`config.mk`:
```
export PLATFORM = sky130hd
export DESIGN_NAME = adsr_envelope_level_top
export DESIGN_NICKNAME = d
export VERILOG_FILES = /design/src/adsr_pkg.sv /design/src/adsr_prep.sv /design/src/adsr_div_cell.sv /design/src/adsr_envelope_level_top.sv
export SDC_FILE = /design/constraint.sdc
export NUM_CORES = 1
export LEC_CHECK = 0
export ABC_AREA = 1
export BUFFER_PORTS_ARGS = -buffer_cell sky130_fd_sc_hd__buf_2
export CORE_MARGIN = 3
export CORE_UTILIZATION = 60
export CTS_CLUSTER_SIZE = 16
export DETAILED_ROUTE_END_ITERATION = 16
export MAX_ROUTING_LAYER = met4
export PLACE_DENSITY_LB_ADDON = 0.3
export SETUP_SLACK_MARGIN = 0.4
export SLEW_MARGIN = 10
export SYNTH_ARGS = -nofsm -noshare
export SYNTH_HDL_FRONTEND = slang
export SYNTH_SLANG_ARGS = --single-unit
```
`constraint.sdc`:
```
create_clock -name clk -period 28.5 [get_ports clk]
set_input_delay 2.85 -clock clk [delete_from_list [all_inputs] [get_ports clk]]
set_output_delay 2.85 -clock clk [all_outputs]
set_load 0.01 [all_outputs]
```
`src/adsr_pkg.sv`:
```
package adsr_pkg;

	// fixed field widths
	localparam int ELAPSED_BITS = 20;
	localparam int TIME_W       = 12;
	localparam int LEVEL_W      = 11;
	localparam int PROD_W       = LEVEL_W + TIME_W;
	localparam int CFG_IDX_W    = 2;
	localparam int CFG_DATA_W   = 12;

	// full scale of the envelope gain
	localparam logic [LEVEL_W-1:0] FULL_LEVEL = LEVEL_W'(1024);

	// register indexes
	localparam logic [CFG_IDX_W-1:0] REG_ATTACK  = CFG_IDX_W'(0);
	localparam logic [CFG_IDX_W-1:0] REG_DECAY   = CFG_IDX_W'(1);
	localparam logic [CFG_IDX_W-1:0] REG_SUSTAIN = CFG_IDX_W'(2);
	localparam logic [CFG_IDX_W-1:0] REG_RELEASE = CFG_IDX_W'(3);

	// reset values
	localparam logic [TIME_W-1:0]  ATTACK_RST  = TIME_W'(115);
	localparam logic [TIME_W-1:0]  DECAY_RST   = TIME_W'(200);
	localparam logic [LEVEL_W-1:0] SUSTAIN_RST = LEVEL_W'(1020);
	localparam logic [TIME_W-1:0]  RELEASE_RST = TIME_W'(540);

	// payload carried along the divider chain
	typedef struct packed {
		logic [TIME_W-1:0]  rem;    // partial remainder, below den unless forced
		logic [LEVEL_W-1:0] nq;     // numerator bits still to enter / quotient bits
		logic [TIME_W-1:0]  den;    // divisor
		logic               forced; // level settled without division
		logic [LEVEL_W-1:0] fval;   // settled level
		logic               sub;    // decay: level is full scale minus quotient
		logic               rel;    // releasing flag of the beat
	} div_beat_t;

endpackage

```
`src/adsr_prep.sv`:
```
module adsr_prep (
	input  logic                                clk,
	input  logic                                arst_n,
	input  logic                                en,
	input  logic                                in_vld,
	input  logic [adsr_pkg::ELAPSED_BITS-1:0]   elapsed_ms,
	input  logic                                releasing,
	input  logic [adsr_pkg::ELAPSED_BITS-1:0]   release_elapsed_ms,
	input  logic [adsr_pkg::TIME_W-1:0]         attack_ms,
	input  logic [adsr_pkg::TIME_W-1:0]         decay_ms,
	input  logic [adsr_pkg::LEVEL_W-1:0]        sustain_level,
	input  logic [adsr_pkg::TIME_W-1:0]         release_ms,
	output logic                                out_vld,
	output adsr_pkg::div_beat_t                 out_beat
);
	import adsr_pkg::*;

	localparam int EXT_W = ELAPSED_BITS - TIME_W;

	typedef struct packed {
		logic [LEVEL_W-1:0] m;
		logic [TIME_W-1:0]  x;
		logic [TIME_W-1:0]  den;
		logic               forced;
		logic [LEVEL_W-1:0] fval;
		logic               sub;
		logic               rel;
	} setup_t;

	logic [TIME_W:0]     ad_sum;
	logic                in_attack;
	logic                in_decay;
	logic                rel_over;
	setup_t              setup;
	setup_t              setup_s1;
	logic                vld_s1;
	logic [PROD_W-1:0]   prod;
	div_beat_t           beat_s2;
	logic                vld_s2;

	// region decode, operand select for the shared multiply
	always_comb begin
		ad_sum    = {1'b0, attack_ms} + {1'b0, decay_ms};
		in_attack = elapsed_ms <= {{EXT_W{1'b0}}, attack_ms};
		in_decay  = elapsed_ms <= {{(EXT_W-1){1'b0}}, ad_sum};
		rel_over  = (release_ms == '0) ||
			(release_elapsed_ms >= {{EXT_W{1'b0}}, release_ms});
		setup.rel = releasing;
		if (in_attack) begin
			setup.m      = FULL_LEVEL;
			setup.x      = elapsed_ms[TIME_W-1:0];
			setup.den    = attack_ms;
			setup.forced = (attack_ms == '0);
			setup.fval   = FULL_LEVEL;
			setup.sub    = 1'b0;
		end else if (in_decay) begin
			setup.m      = FULL_LEVEL - sustain_level;
			setup.x      = elapsed_ms[TIME_W-1:0] - attack_ms;
			setup.den    = decay_ms;
			setup.forced = (decay_ms == '0);
			setup.fval   = sustain_level;
			setup.sub    = 1'b1;
		end else if (!releasing) begin
			setup.m      = sustain_level;
			setup.x      = '0;
			setup.den    = release_ms;
			setup.forced = 1'b1;
			setup.fval   = sustain_level;
			setup.sub    = 1'b0;
		end else begin
			setup.m      = sustain_level;
			setup.x      = release_ms - release_elapsed_ms[TIME_W-1:0];
			setup.den    = release_ms;
			setup.forced = rel_over;
			setup.fval   = '0;
			setup.sub    = 1'b0;
		end
	end

	assign prod = PROD_W'(setup_s1.m) * PROD_W'(setup_s1.x);

	always_ff @(posedge clk or negedge arst_n) begin
		if (!arst_n) begin
			vld_s1 <= 1'b0;
			vld_s2 <= 1'b0;
		end else if (en) begin
			vld_s1 <= in_vld;
			vld_s2 <= vld_s1;
		end
	end

	always_ff @(posedge clk) begin
		if (en) begin
			setup_s1       <= setup;
			// quotient fits LEVEL_W bits, so the high part is already below den
			beat_s2.rem    <= prod[PROD_W-1:LEVEL_W];
			beat_s2.nq     <= prod[LEVEL_W-1:0];
			beat_s2.den    <= setup_s1.den;
			beat_s2.forced <= setup_s1.forced;
			beat_s2.fval   <= setup_s1.fval;
			beat_s2.sub    <= setup_s1.sub;
			beat_s2.rel    <= setup_s1.rel;
		end
	end

	assign out_vld  = vld_s2;
	assign out_beat = beat_s2;

endmodule

```
`src/adsr_div_cell.sv`:
```
module adsr_div_cell (
	input  logic                clk,
	input  logic                arst_n,
	input  logic                en,
	input  logic                in_vld,
	input  adsr_pkg::div_beat_t in_beat,
	output logic                out_vld,
	output adsr_pkg::div_beat_t out_beat
);
	import adsr_pkg::*;

	logic [TIME_W:0]   trial;
	logic              ge;
	logic [TIME_W:0]   diff;
	div_beat_t         nxt;
	div_beat_t         beat_q;
	logic              vld_q;

	// one restoring step: bring in the next numerator bit, try the divisor
	always_comb begin
		trial   = {in_beat.rem, in_beat.nq[LEVEL_W-1]};
		ge      = trial >= {1'b0, in_beat.den};
		diff    = trial - {1'b0, in_beat.den};
		nxt     = in_beat;
		nxt.rem = ge ? diff[TIME_W-1:0] : trial[TIME_W-1:0];
		nxt.nq  = {in_beat.nq[LEVEL_W-2:0], ge};
	end

	always_ff @(posedge clk or negedge arst_n) begin
		if (!arst_n) begin
			vld_q <= 1'b0;
		end else if (en) begin
			vld_q <= in_vld;
		end
	end

	always_ff @(posedge clk) begin
		if (en) begin
			beat_q <= nxt;
		end
	end

	assign out_vld  = vld_q;
	assign out_beat = beat_q;

endmodule

```
`src/adsr_envelope_level_top.sv`:
```
// Channel   Direction  Handshake              Payload
// in        sink       in_valid / in_ready    elapsed_ms, releasing, release_elapsed_ms
// out       source     out_valid / out_ready  level, release_done
// cfg       sink       cfg_we (no wait)       cfg_index, cfg_wdata
//
// One beat in and one beat out per cycle when the sink keeps up.
// The pipe is two set-up stages (region decode, multiply),
// eleven divider cells giving one quotient bit each, and the output register.
// arst_n clears the valid bits and loads the register reset values.
// The whole chain advances together; it halts only while a result sits in
// the output register with out_ready low, and in_ready follows that.
module adsr_envelope_level_top (
	input  logic                                clk,
	input  logic                                arst_n,
	input  logic                                in_valid,
	output logic                                in_ready,
	input  logic [adsr_pkg::ELAPSED_BITS-1:0]   elapsed_ms,
	input  logic                                releasing,
	input  logic [adsr_pkg::ELAPSED_BITS-1:0]   release_elapsed_ms,
	output logic                                out_valid,
	input  logic                                out_ready,
	output logic [adsr_pkg::LEVEL_W-1:0]        level,
	output logic                                release_done,
	input  logic                                cfg_we,
	input  logic [adsr_pkg::CFG_IDX_W-1:0]      cfg_index,
	input  logic [adsr_pkg::CFG_DATA_W-1:0]     cfg_wdata
);
	import adsr_pkg::*;

	localparam int NCELL = LEVEL_W; // one cell per quotient bit

	logic [TIME_W-1:0]  attack_q;
	logic [TIME_W-1:0]  decay_q;
	logic [LEVEL_W-1:0] sustain_q;
	logic [TIME_W-1:0]  release_q;
	logic [LEVEL_W-1:0] sus_wr;

	logic               en;
	logic               vld [0:NCELL];
	div_beat_t          beat [0:NCELL];
	logic [LEVEL_W-1:0] lvl_nxt;
	logic               out_vld_q;
	logic [LEVEL_W-1:0] level_q;
	logic               done_q;

	// settings; sustain above full scale is clamped on write
	assign sus_wr = (cfg_wdata[LEVEL_W-1:0] > FULL_LEVEL) ? FULL_LEVEL :
		cfg_wdata[LEVEL_W-1:0];

	always_ff @(posedge clk or negedge arst_n) begin
		if (!arst_n) begin
			attack_q  <= ATTACK_RST;
			decay_q   <= DECAY_RST;
			sustain_q <= SUSTAIN_RST;
			release_q <= RELEASE_RST;
		end else if (cfg_we) begin
			case (cfg_index)
				REG_ATTACK:  attack_q  <= cfg_wdata[TIME_W-1:0];
				REG_DECAY:   decay_q   <= cfg_wdata[TIME_W-1:0];
				REG_SUSTAIN: sustain_q <= sus_wr;
				REG_RELEASE: release_q <= cfg_wdata[TIME_W-1:0];
				default: ;
			endcase
		end
	end

	// global advance: blocked only by an unaccepted result
	assign en       = !out_vld_q || out_ready;
	assign in_ready = en;

	adsr_prep u_prep (
		.clk                (clk),
		.arst_n             (arst_n),
		.en                 (en),
		.in_vld             (in_valid),
		.elapsed_ms         (elapsed_ms),
		.releasing          (releasing),
		.release_elapsed_ms (release_elapsed_ms),
		.attack_ms          (attack_q),
		.decay_ms           (decay_q),
		.sustain_level      (sustain_q),
		.release_ms         (release_q),
		.out_vld            (vld[0]),
		.out_beat           (beat[0])
	);

	// divider chain, MSB of the quotient first
	for (genvar i = 0; i < NCELL; i++) begin : g_cell
		adsr_div_cell u_cell (
			.clk      (clk),
			.arst_n   (arst_n),
			.en       (en),
			.in_vld   (vld[i]),
			.in_beat  (beat[i]),
			.out_vld  (vld[i+1]),
			.out_beat (beat[i+1])
		);
	end

	// decay counts down from full scale; settled cases bypass the quotient
	always_comb begin
		if (beat[NCELL].forced) begin
			lvl_nxt = beat[NCELL].fval;
		end else if (beat[NCELL].sub) begin
			lvl_nxt = FULL_LEVEL - beat[NCELL].nq;
		end else begin
			lvl_nxt = beat[NCELL].nq;
		end
	end

	always_ff @(posedge clk or negedge arst_n) begin
		if (!arst_n) begin
			out_vld_q <= 1'b0;
		end else if (en) begin
			out_vld_q <= vld[NCELL];
		end
	end

	always_ff @(posedge clk) begin
		if (en) begin
			level_q <= lvl_nxt;
			done_q  <= beat[NCELL].rel && (lvl_nxt == '0);
		end
	end

	assign out_valid    = out_vld_q;
	assign level        = level_q;
	assign release_done = done_q;

	// checks
	a_level_range: assert property (@(posedge clk) disable iff (!arst_n)
		out_vld_q |-> level_q <= FULL_LEVEL)
		else $error("level above full scale");

	a_done_zero: assert property (@(posedge clk) disable iff (!arst_n)
		out_vld_q && done_q |-> level_q == '0)
		else $error("release_done with non-zero level");

	a_rem_bound: assert property (@(posedge clk) disable iff (!arst_n)
		vld[NCELL] && !beat[NCELL].forced |-> beat[NCELL].rem < beat[NCELL].den)
		else $error("divider remainder not below divisor");

	a_stall_hold: assert property (@(posedge clk) disable iff (!arst_n)
		!en |=> $stable(vld[NCELL]) && $stable(vld[0]))
		else $error("chain moved during stall");

endmodule

```
==> results of run 1 <==
-- per-layer routing --
metal | share of wire [%] | global-route usage, % | wire [µm]
met5 | 0 | - | 0
met4 | 4.7 | 10.68 | 3452
met3 | 4.4 | 2.756 | 3256
met2 | 50 | 39.75 | 36890
met1 | 41 | 28.45 | 30620
-- Yosys cell counts, drive strengths merged, types with 2 or more instances --
cell type and count:
a211oi 3, a21boi 7, a21o 31, a21oi 158, a31oi 11, and2 2, buf 37, clkbuf 31
dfrtp 41, dfstp 20, edfxtp 625, fa 102, ha 255, inv 679, mux2 10, nand2 811
nand3 167, nand3b 17, nand4 74, nor2 176, nor3 38, nor4 13, o211ai 6, o21a 14
o21ai 207, o21bai 15, o22ai 2, o31ai 4, or2 10, xnor2 43, xor2 74
-- critical path, stage by stage --
cell and delay, ns:
buf_2 0.07, inv_1 0.05, nand2_4 0.63, buf_4 0.74, buf_4 0.82, buf_4 0.85
buf_4 0.96
-- final timing paths --
path / depth (start not counted) / slack, ns / startpoint / to
max in group asynchronous: 2 / 25.56 / arst_n / g_cell[1].u_cell.out_vld
min in group asynchronous: 2 / 2.43 / arst_n / decay_q[9]
worst min-delay path: 0 / 0.40 / u_prep.out_beat[34] / g_cell[0].u_cell.out_beat[35]
worst max-delay path: 7 / 21.53 / out_ready / g_cell[7].u_cell.out_beat[45]
worst min register to register: 0 / 0.40 / u_prep.out_beat[34] / g_cell[0].u_cell.out_beat[35]
worst max register to register: 17 / 23.10 / u_prep.setup_s1[42] / u_prep.out_beat[47]
-- stage by stage --
step	hold WS (ns)	instances	util (%)	setup slack [ns]
detailed placement	0.4045	4537	62.92	20.92
finish	0.4029	4663	66.63	21.53
floorplan	0.4003	3687	-	5.473
CTS	0.3951	4663	66.63	21.56
global route	0.4084	4663	66.63	21.13
global placement	0.4007	4537	62.92	20.96
-- final cells by class --
type / count / share of cell area, %
timing repair buffer: 81 / 1.055
clock inverter: 42 / 1.052
tap: 837 / 2.524
sequential: 686 / 48.97
multi-input combinational: 2254 / 35.76
inverter: 679 / 6.142
clock buffer: 84 / 4.502
-- registers in the layout, indices dropped and copies added, names as in the netlist --
name                    flops
attack_q                   12
decay_q                    12
g_cell.u_cell.out_beat    515
g_cell.u_cell.out_vld      11
level                      11
out_valid                   1
release_done                1
release_q                  12
sustain_q                  11
u_prep.out_beat            49
u_prep.out_vld              1
u_prep.setup_s1            49
u_prep.vld_s1               1
-- cell usage in the layout, fill, tap and decap left out, types with 11 or more instances in the layout --
master / netlist / layout
a21o_1: 31 / 31
a21oi_1: 140 / 140
a21oi_2: 18 / 18
buf_2: 18 / 73
clkbuf_1: 31 / 11
clkbuf_16: 0 / 73
clkinv_1: 0 / 13
clkinv_2: 0 / 13
dfrtp_1: 41 / 41
dfstp_2: 20 / 20
edfxtp_1: 625 / 625
fa_1: 102 / 102
ha_1: 255 / 255
inv_1: 674 / 674
nand2_1: 799 / 798
nand2_2: 11 / 11
nand3_1: 146 / 146
nand3_2: 21 / 21
nand3b_1: 14 / 14
nand4_1: 72 / 72
nor2_1: 167 / 167
nor3_1: 33 / 33
nor4_1: 13 / 13
o21a_1: 14 / 14
o21ai_0: 121 / 121
o21ai_1: 58 / 58
o21ai_2: 28 / 28
o21bai_1: 15 / 15
xnor2_1: 43 / 43
xor2_1: 74 / 74
-- cell families after synthesis --
kind of cell | synth area share, %
buffers and inverters | 7.762
AND/OR/NAND/NOR | 15.08
flip-flops | 53.32
multiplexers | 0.2955
AO/OA/AOI/OAI | 7.115
adder cells (fa/ha/maj) | 13.73
XOR/XNOR | 2.689
==> reports/results.md, run 1 <==
* run status: finished clean
* cts repair resizes: 0
* syn avg cell area: 10.34 µm²
* die span in x: 258.0 µm
* most used flip-flop cell after synthesis: edfxtp_1
* nets in the synthesized netlist: 4,104
* routed wire length: 74.22 mm
* number of max-slew violations in the final report: 0
* maximum number of pins on one net before global-route repair: 206
* share of Yosys cell area claimed by the top area cell type: 49.25%
* TritonCTS clock tree: yes
* peak clock frequency supported by timing: 0.1435 GHz
* I/O pin total: 74
* initial antenna violation count: 0
* cells taking the most area after synthesis: edfxtp_1, ha_1, nand2_1, inv_1, fa_1
* clock tree skew after final layout: 0.02429 ns
* number of inserted filler cells in the final layout: 4,760
* quantity of hold-fixing buffers added after cts: 0
* GRT Overall Usage: 23.47%
* Area growth syn-to-layout: 8.892%
* layout cells sized above 1: 8.651%
* Layout Nets: 4,190
* CORE AREA: 62,280 µm²
* antenna diode instance count: 0
* Port Buffer Count: 73
* deepest clock path buffer count: 3
* initial standard-cell utilization of the core: 61.18%
* warnings from Yosys: 0
* register area: 20,320 µm²
* class of the tightest hold or removal check: flip-flop to flip-flop
* multi-input gate area in the final layout: 14,840 µm²
* slew of the pin with the lowest slew margin: 1.066 ns
* reported max-cap violation count: 0
* hpwl dp: 54.76 mm
* Final Instance Area: 41,490 µm²
* global-route wire length before repair: 122.5 mm
* number of flops mapped to enable cells by yosys: 625
* number of global-route vias before repair: 24,698
* cell area after placement: 39,190 µm²
* fin crit period: 6.967 ns
* DRC violations left: 0
* final antenna-violating net count: 0
* overall overflow remaining after global route: 0
* cell chosen for the clock root: clkbuf_16
* clock latency of the later-clocked register in the worst-skew pair: 0.60 ns
* sink count of the clock tree: 686
* crit end category: flip-flop
* #FFs+latches synth: 686
* distinct cell type count after synthesis: 55
* Netlist Area Pre-Place: 38,110 µm²
* routed via count: 24,954
* data required time of the critical path: 28.72 ns
* async set-or-reset flop fraction in the synthesized netlist: 8.892%
* Data arrival, critical path: 7.18 ns
* final estimated routing congestion in global placement: 0.9513
* depth of the CTS H-tree: 3
* routed wirelength normalized by instance count: 15.92 µm
* number of rows in the core area: 91
* unrepaired setup endpoints after global routing: false
* final critical-path share of the clock period: 24.45%
* number of detailed-routing iterations run before antenna repair: 6
* final setup violation count: 0
* proportion of synthesized chip area in sequential cells: 53.32%
* hold violation total from the final report: 0
* maximum fanout encountered on the critical timing path: 88
* number of buffers added by the clock tree synthesis step: 71
* initial DRC count: 1,798
* Via density: 5.351
* die boundary height: 258.0 µm
* cell type with the highest aggregate area in the netlist: edfxtp_1
* worst max-slew margin expressed relative to the limit: 28.94%
* category of the worst setup path launch point: primary input
* number of standard cells after synthesis: 3,687
* clk slew on worst S/H paths: 0.06 ns
* final setup TNS: 0 ns
* Die ar.: 66,570 µm²
* setup bufs post-CTS: 0
* type of the worst setup path: primary input to flip-flop
Power of run 1 is not shown: default switching activity piles up to over one toggle a cycle in this logic, so the estimate is an artifact.
==> run 2, diff against run 1 <==
--- a/config.mk
+++ b/config.mk
@@ -8,7 +8,7 @@
 export ABC_AREA = 1
 export BUFFER_PORTS_ARGS = -buffer_cell sky130_fd_sc_hd__buf_2
 export CORE_MARGIN = 3
-export CORE_UTILIZATION = 60
+export CORE_UTILIZATION = 58
 export CTS_CLUSTER_SIZE = 16
 export DETAILED_ROUTE_END_ITERATION = 16
 export MAX_ROUTING_LAYER = met4
==> constraint.sdc (replaced) <==
create_clock -name clk -period 5.85 [get_ports clk]
set_input_delay 0.585 -clock clk [delete_from_list [all_inputs] [get_ports clk]]
set_output_delay 0.585 -clock clk [all_outputs]
set_load 0.01 [all_outputs]
==> run 2 against run 1 <==
Wire length increased by 0.58%. Design area increased by 1.4%. Sequential share of layout area decreased by 0.65 points. Core utilization decreased by 1.6 points. Setup slack got worse by 21 ns. Count of clock-buffer cells in the layout increased by 4. Via count decreased by 0.12%. Non-clock buffer count increased by 32. Critical path depth increased by 11. First-iteration DRC count increased by 14%.
==> reports/results.md, run 2 (synthesized netlist as in run 1, its figures left out) <==
* run status: finished clean
* final antenna-violating net count: 0
* Port Buffer Count: 73
* clock tree skew after final layout: 0.02175 ns
* flip-flop count of the largest register, all copies and words added: 515
* GRT Overall Usage: 22.45%
* routed via count: 24,923
* hpwl dp: 55.56 mm
* Via density: 5.276
* TritonCTS clock tree: yes
* commonest non-fill, non-tap cell in the layout: nand2_1
* clk slew on worst S/H paths: 0.06 ns
* origin of the critical flop-to-flop path: u_prep.setup_s1[44]
* worst setup path start: u_prep.setup_s1[44]
* global-route wire length before repair: 123.0 mm
* Area growth syn-to-layout: 10.37%
* cell chosen for the clock root: clkbuf_16
* hold violation total from the final report: 0
* maximum fanout encountered on the critical timing path: 7
* fin crit period: 5.184 ns
* CORE AREA: 64,700 µm²
* routed wirelength normalized by instance count: 15.80 µm
* number of buffers added by the clock tree synthesis step: 75
* deepest clock path buffer count: 3
* number of detailed-routing iterations run before antenna repair: 6
* die span in x: 262.3 µm
* count of placed standard cells including taps: 4,560
* initial DRC count: 2,047
* cell count of the worst reg-to-reg path: 18
* number of cells in the finished layout apart from fillers: 4,724
* maximum number of pins on one net before global-route repair: 188
* depth of the CTS H-tree: 3
* slowest stage delay, CP: 0.55 ns
* peak clock frequency supported by timing: 0.1929 GHz
* reported max-cap violation count: 0
* data required time of the critical path: 6.20 ns
* endpoint of the lowest-slack register-to-register path: u_prep.out_beat[43]
* Hold WS: 0.1589 ns
* setup slack of the most critical reg-to-reg path: 0.67 ns
* Data arrival, critical path: 5.53 ns
* type of the worst setup path: flip-flop to flip-flop
* unrepaired setup endpoints after global routing: false
* clock latency of the later-clocked register in the worst-skew pair: 0.61 ns
* most used cell, CP: fa_1
* Die ar.: 68,810 µm²
* slowest stage cell, crit path: fa_1
* die boundary height: 262.3 µm
* number of max-slew violations in the final report: 0
* category of the worst setup path launch point: flip-flop
* Layout Nets: 4,226
* class of the tightest hold or removal check: primary input to asynchronous set/reset pin
* I/O pin total: 74
* initial antenna violation count: 1
* most frequent cells in the layout: nand2_1, inv_1, edfxtp_1
* final setup violation count: 0
* final setup TNS: 0 ns
* slew of the pin with the lowest slew margin: 0.9981 ns
* DRC violations left: 0
* layout cells sized above 1: 9.643%
* final estimated routing congestion in global placement: 0.9045
* worst max-slew margin expressed relative to the limit: 33.46%
* routed wire length: 74.65 mm
* number of global-route vias before repair: 24,726
* final critical-path share of the clock period: 88.62%
* overall overflow remaining after global route: 0
* chain of cells forming the critical path: buf_12 -> nand2_1 -> inv_1 -> fa_1 -> fa_1 -> fa_1 -> fa_1 -> inv_1 -> fa_1 -> inv_1 -> ha_1 -> nand2_1 -> nor2_1 -> nand4_1 -> o21ai_1 -> nand2_1 -> nand2_1 -> xor2_1
* crit end category: flip-flop
* number of rows in the core area: 93
* number of inserted filler cells in the final layout: 5,095
* initial standard-cell utilization of the core: 58.90%
* sink count of the clock tree: 686
run 2: cell count changes in the layout (fill, tap and decap cells not counted), moves of 2 or more:
cell        change
buf_12          +4
buf_4          +28
bufinv_16       +3
clkbuf_16       +5
clkinv_4        +2
clkinv_8        -2
clkinvlp_4      -2
inv_6           +2
run 2: timing repair:
item / in CTS / in global routing
setup endpoints to repair: 0 / 5
hold buffers: 0 / 0
buffers inserted: 0 / 27
resized for setup: 0 / 1
run 2: layout make-up:
| class | count | area [µm²] | share of cell area, % |
|---|---|---|---|
| Inverter | 679 | 2549 | 6.060 |
| Timing Repair Buffer | 113 | 728.2 | 1.731 |
| Antenna cell | 1 | 2.502 | 0.005950 |
| Tap cell | 855 | 1070 | 2.544 |
| Sequential cell | 686 | 20320 | 48.31 |
| Clock inverter | 48 | 561.8 | 1.336 |
| Multi-Input combinational cell | 2254 | 14840 | 35.28 |
| Clock buffer | 88 | 1989 | 4.730 |
run 2: worst max path at each step:
| stage | endpoint | cells after the start |
|---|---|---|
| finish | u_prep.out_beat[43] | 18 |
| global route | u_prep.out_beat[46] | 17 |
| CTS | u_prep.out_beat[43] | 17 |
| detailed placement | u_prep.out_beat[43] | 17 |
| global placement | u_prep.out_beat[47] | 17 |
| floorplan | u_prep.out_beat[46] | 18 |
run 2: metrics by stage:
step | instance area, µm² | worst slack [ns] | utilization (%)
after floorplan | 38120 | 1.021 | -
after global placement | 39280 | 0.6121 | 60.71
after detailed placement | 39280 | 0.4819 | 60.71
after CTS | 41830 | 0.4614 | 64.65
after global routing | 42060 | 0.4013 | 65.01
final | 42060 | 0.6657 | 65.01
run 2: per-layer routing:
metal / share of wire (%) / up-vias / track usage [%]
li1: - / 12495 / -
met1: 43 / 11729 / 28.41
met2: 50 / 560 / 38.00
met3: 4.3 / 139 / 2.856
met4: 3.2 / 0 / 7.027
met5: 0 / - / -
run 2: worst max-delay path: cells and delay by family (launching register included):
kind / cells / cell delay, ns
fa+ha+maj: 6 / 2.96
simple gates: 6 / 0.66
flops: 1 / 0.53
buf+inv: 4 / 0.36
compound gates: 1 / 0.34
xor+xnor: 1 / 0.06
Power of run 2 is left out for the same reason.
==> run 3, diff against run 2 <==
--- a/config.mk
+++ b/config.mk
@@ -5,10 +5,10 @@
 export SDC_FILE = /design/constraint.sdc
 export NUM_CORES = 1
 export LEC_CHECK = 0
-export ABC_AREA = 1
+export ABC_AREA = 0
 export BUFFER_PORTS_ARGS = -buffer_cell sky130_fd_sc_hd__buf_2
 export CORE_MARGIN = 3
-export CORE_UTILIZATION = 58
+export CORE_UTILIZATION = 57
 export CTS_CLUSTER_SIZE = 16
 export DETAILED_ROUTE_END_ITERATION = 16
 export MAX_ROUTING_LAYER = met4
==> run 3 against run 2 <==
Fmax down 0.56%. Wire length is essentially flat. Sequential cell count is the same. Via count decreased by 11%.
==> reports/results.md, run 3 <==
* final antenna-violating net count: 0
* number of flops mapped to enable cells by yosys: 625
* maximum number of pins on one net before global-route repair: 194
* initial antenna violation count: 0
* cell chosen for the clock root: clkbuf_16
* commonest non-fill, non-tap cell in the layout: edfxtp_1
* area fraction in and, or, nand and nor cells after synthesis: 9.523%
* number of detailed-routing iterations run before antenna repair: 7
* layout cells sized above 1: 12.59%
* initial DRC count: 1,471
* cells taking the most area after synthesis: edfxtp_1, ha_1, fa_1, mux2_2, inv_1
* distinct cell type count after synthesis: 70
* async set-or-reset flop fraction in the synthesized netlist: 8.892%
* most used flip-flop cell after synthesis: edfxtp_1
* global-route wire length before repair: 119.6 mm
* overall overflow remaining after global route: 0
* run status: finished clean
* share of Yosys cell area claimed by the top area cell type: 51.72%
* most frequent cells in the layout: edfxtp_1, inv_1, ha_1
* final setup violation count: 0
* antenna diode instance count: 0
* fin crit period: 5.214 ns
* DRC violations left: 0
* flip-flop count of the largest register, all copies and words added: 515
* CORE AREA: 62,390 µm²
* Netlist Area Pre-Place: 36,290 µm²
* hpwl dp: 54.62 mm
* routed wire length: 74.67 mm
* type of the worst setup path: flip-flop to flip-flop
* Layout Nets: 3,443
* final critical-path share of the clock period: 89.12%
* die span in x: 258.3 µm
* data required time of the critical path: 6.30 ns
* number of global-route vias before repair: 23,082
* main combinational cell family by area after synthesis: adder cells
* quantity of hold-fixing buffers added after cts: 0
* Port Buffer Count: 73
* maximum fanout encountered on the critical timing path: 19
* initial standard-cell utilization of the core: 58.16%
* most numerous cell types in the synthesized netlist: edfxtp_1, inv_1, ha_1
* nets in the synthesized netlist: 3,311
* clock tree skew after final layout: 0.02715 ns
* Area growth syn-to-layout: 10.61%
* warnings from Yosys: 0
* I/O pin total: 74
* deepest clock path buffer count: 3
* sink count of the clock tree: 686
* number of standard cells after synthesis: 2,894
* fraction of synthesized area in multiplexers: 4.445%
* clock latency of the later-clocked register in the worst-skew pair: 0.62 ns
* Data arrival, critical path: 5.66 ns
* die boundary height: 258.3 µm
* Via density: 5.677
* reported max-cap violation count: 0
* category of the worst setup path launch point: flip-flop
* final setup TNS: 0 ns
* most frequent cell after synthesis: edfxtp_1
* setup slack of the most critical reg-to-reg path: 0.64 ns
* Adder-Cell Fraction of Synth Area: 14.42%
* complex-gate fraction of the synthesized area: 8.368%
* peak clock frequency supported by timing: 0.1918 GHz
* Final Instance Area: 40,140 µm²
* number of rows in the core area: 91
* routed wirelength normalized by instance count: 19.05 µm
* number of buffers added by the clock tree synthesis step: 72
* xor/xnor share of the synthesized area: 3.065%
* GRT Overall Usage: 23.51%
* slew of the pin with the lowest slew margin: 1.204 ns
* proportion of synthesized chip area in sequential cells: 56.00%
* final estimated routing congestion in global placement: 0.9619
* crit end category: flip-flop
* hold violation total from the final report: 0
* depth of the CTS H-tree: 3
* TritonCTS clock tree: yes
* number of max-slew violations in the final report: 0
* syn avg cell area: 12.54 µm²
* routed via count: 22,252
* Die ar.: 66,730 µm²
* class of the tightest hold or removal check: primary input to asynchronous set/reset pin
* cell area after placement: 37,740 µm²
* #FFs+latches synth: 686
* clk slew on worst S/H paths: 0.06 ns
* worst max-slew margin expressed relative to the limit: 19.21%
* cell type with the highest aggregate area in the netlist: edfxtp_1
* unrepaired setup endpoints after global routing: false
-- run 3: cell count changes in the layout (fill, tap and decap cells not counted), sizes merged, moves of 57 or more --
cell and change:
and2 +81, mux2 +103, inv -337, nand3 -128, a21oi -57, nand2 -611
-- run 3: cell type report --
class | instances | area, µm²
Fill cell | 4648 | 22260
Sequential cell | 686 | 20320
Multi-Input combinational cell | 1807 | 14520
Clock buffer | 92 | 1918
Inverter | 338 | 1272
Tap cell | 837 | 1047
Timing Repair Buffer | 121 | 750.7
Clock inverter | 39 | 311.5
-- run 3: metrics by stage --
stage          utilization (%)  setup slack [ns]  hold slack [ns]  std cells
6_report                 64.33            0.6363           0.1679       3920
5_1_grt                  64.33            0.4003           0.2191       3920
4_1_cts                  64.11            0.4121           0.1582       3909
3_5_place_dp             60.48            0.3328           0.4045       3773
3_3_place_gp             60.48            0.4037           0.4004       3773
2_1_floorplan                -            -4.998           0.2894       2894
-- run 3: path summary, 6_finish.rpt --
| path | start | end | cells after the start |
|---|---|---|---|
| worst min register to register | g_cell[9].u_cell.out_beat[2] | g_cell[10].u_cell.out_beat[2] | 0 |
| min in group clk | in_valid | u_prep.vld_s1 | 2 |
| max in group asynchronous | arst_n | sustain_q[10] | 2 |
| worst max register to register | attack_q[0] | u_prep.setup_s1[35] | 17 |
| worst min-delay path | arst_n | decay_q[2] | 2 |
| worst max-delay path | attack_q[0] | u_prep.setup_s1[35] | 17 |
-- run 3: worst max-delay path: stages (launching register included) --
cell       delay [ns]
dfstp_2          0.40
ha_1             0.23
fa_1             0.41
a21o_1           0.17
a21oi_1          0.22
o21bai_1         0.12
nand3_1          0.11
a21oi_1          0.07
a2111oi_1        0.43
xor2_1           0.16
ha_1             0.31
nand3_1          0.08
or4_4            0.52
a211o_1          0.32
a31oi_4          0.40
buf_4            0.34
nor4bb_2         0.48
a221o_1          0.24
-- run 3: cells by family (layout without fill, tap and decap cells) --
logic type,after synthesis,in the layout
and+or+nand+nor,691,691
DFF,686,686
AOI/OAI and AO/OA,485,485
buffers and inverters,401,590
adders and majority gates,357,357
muxes,147,147
xor gates and xnor gates,127,127
-- run 3: repair_timing --
item | 4_1_cts | 5_1_grt
gates resized for setup | 0 | 10
endpoints found under the setup margin | 4 | 9
pin swaps | 0 | 3
setup buffers | 5 | 11
cloned | 0 | 0
-- run 3: per-layer routing --
layer | global-route usage, % | share of wire [%] | vias up
met2 | 43.74 | 54 | 525
met5 | - | 0 | -
li1 | - | - | 10604
met3 | 3.029 | 3.7 | 177
met1 | 25.04 | 38 | 10946
met4 | 10.19 | 4.5 | 0
Power of run 3 is left out for the same reason.
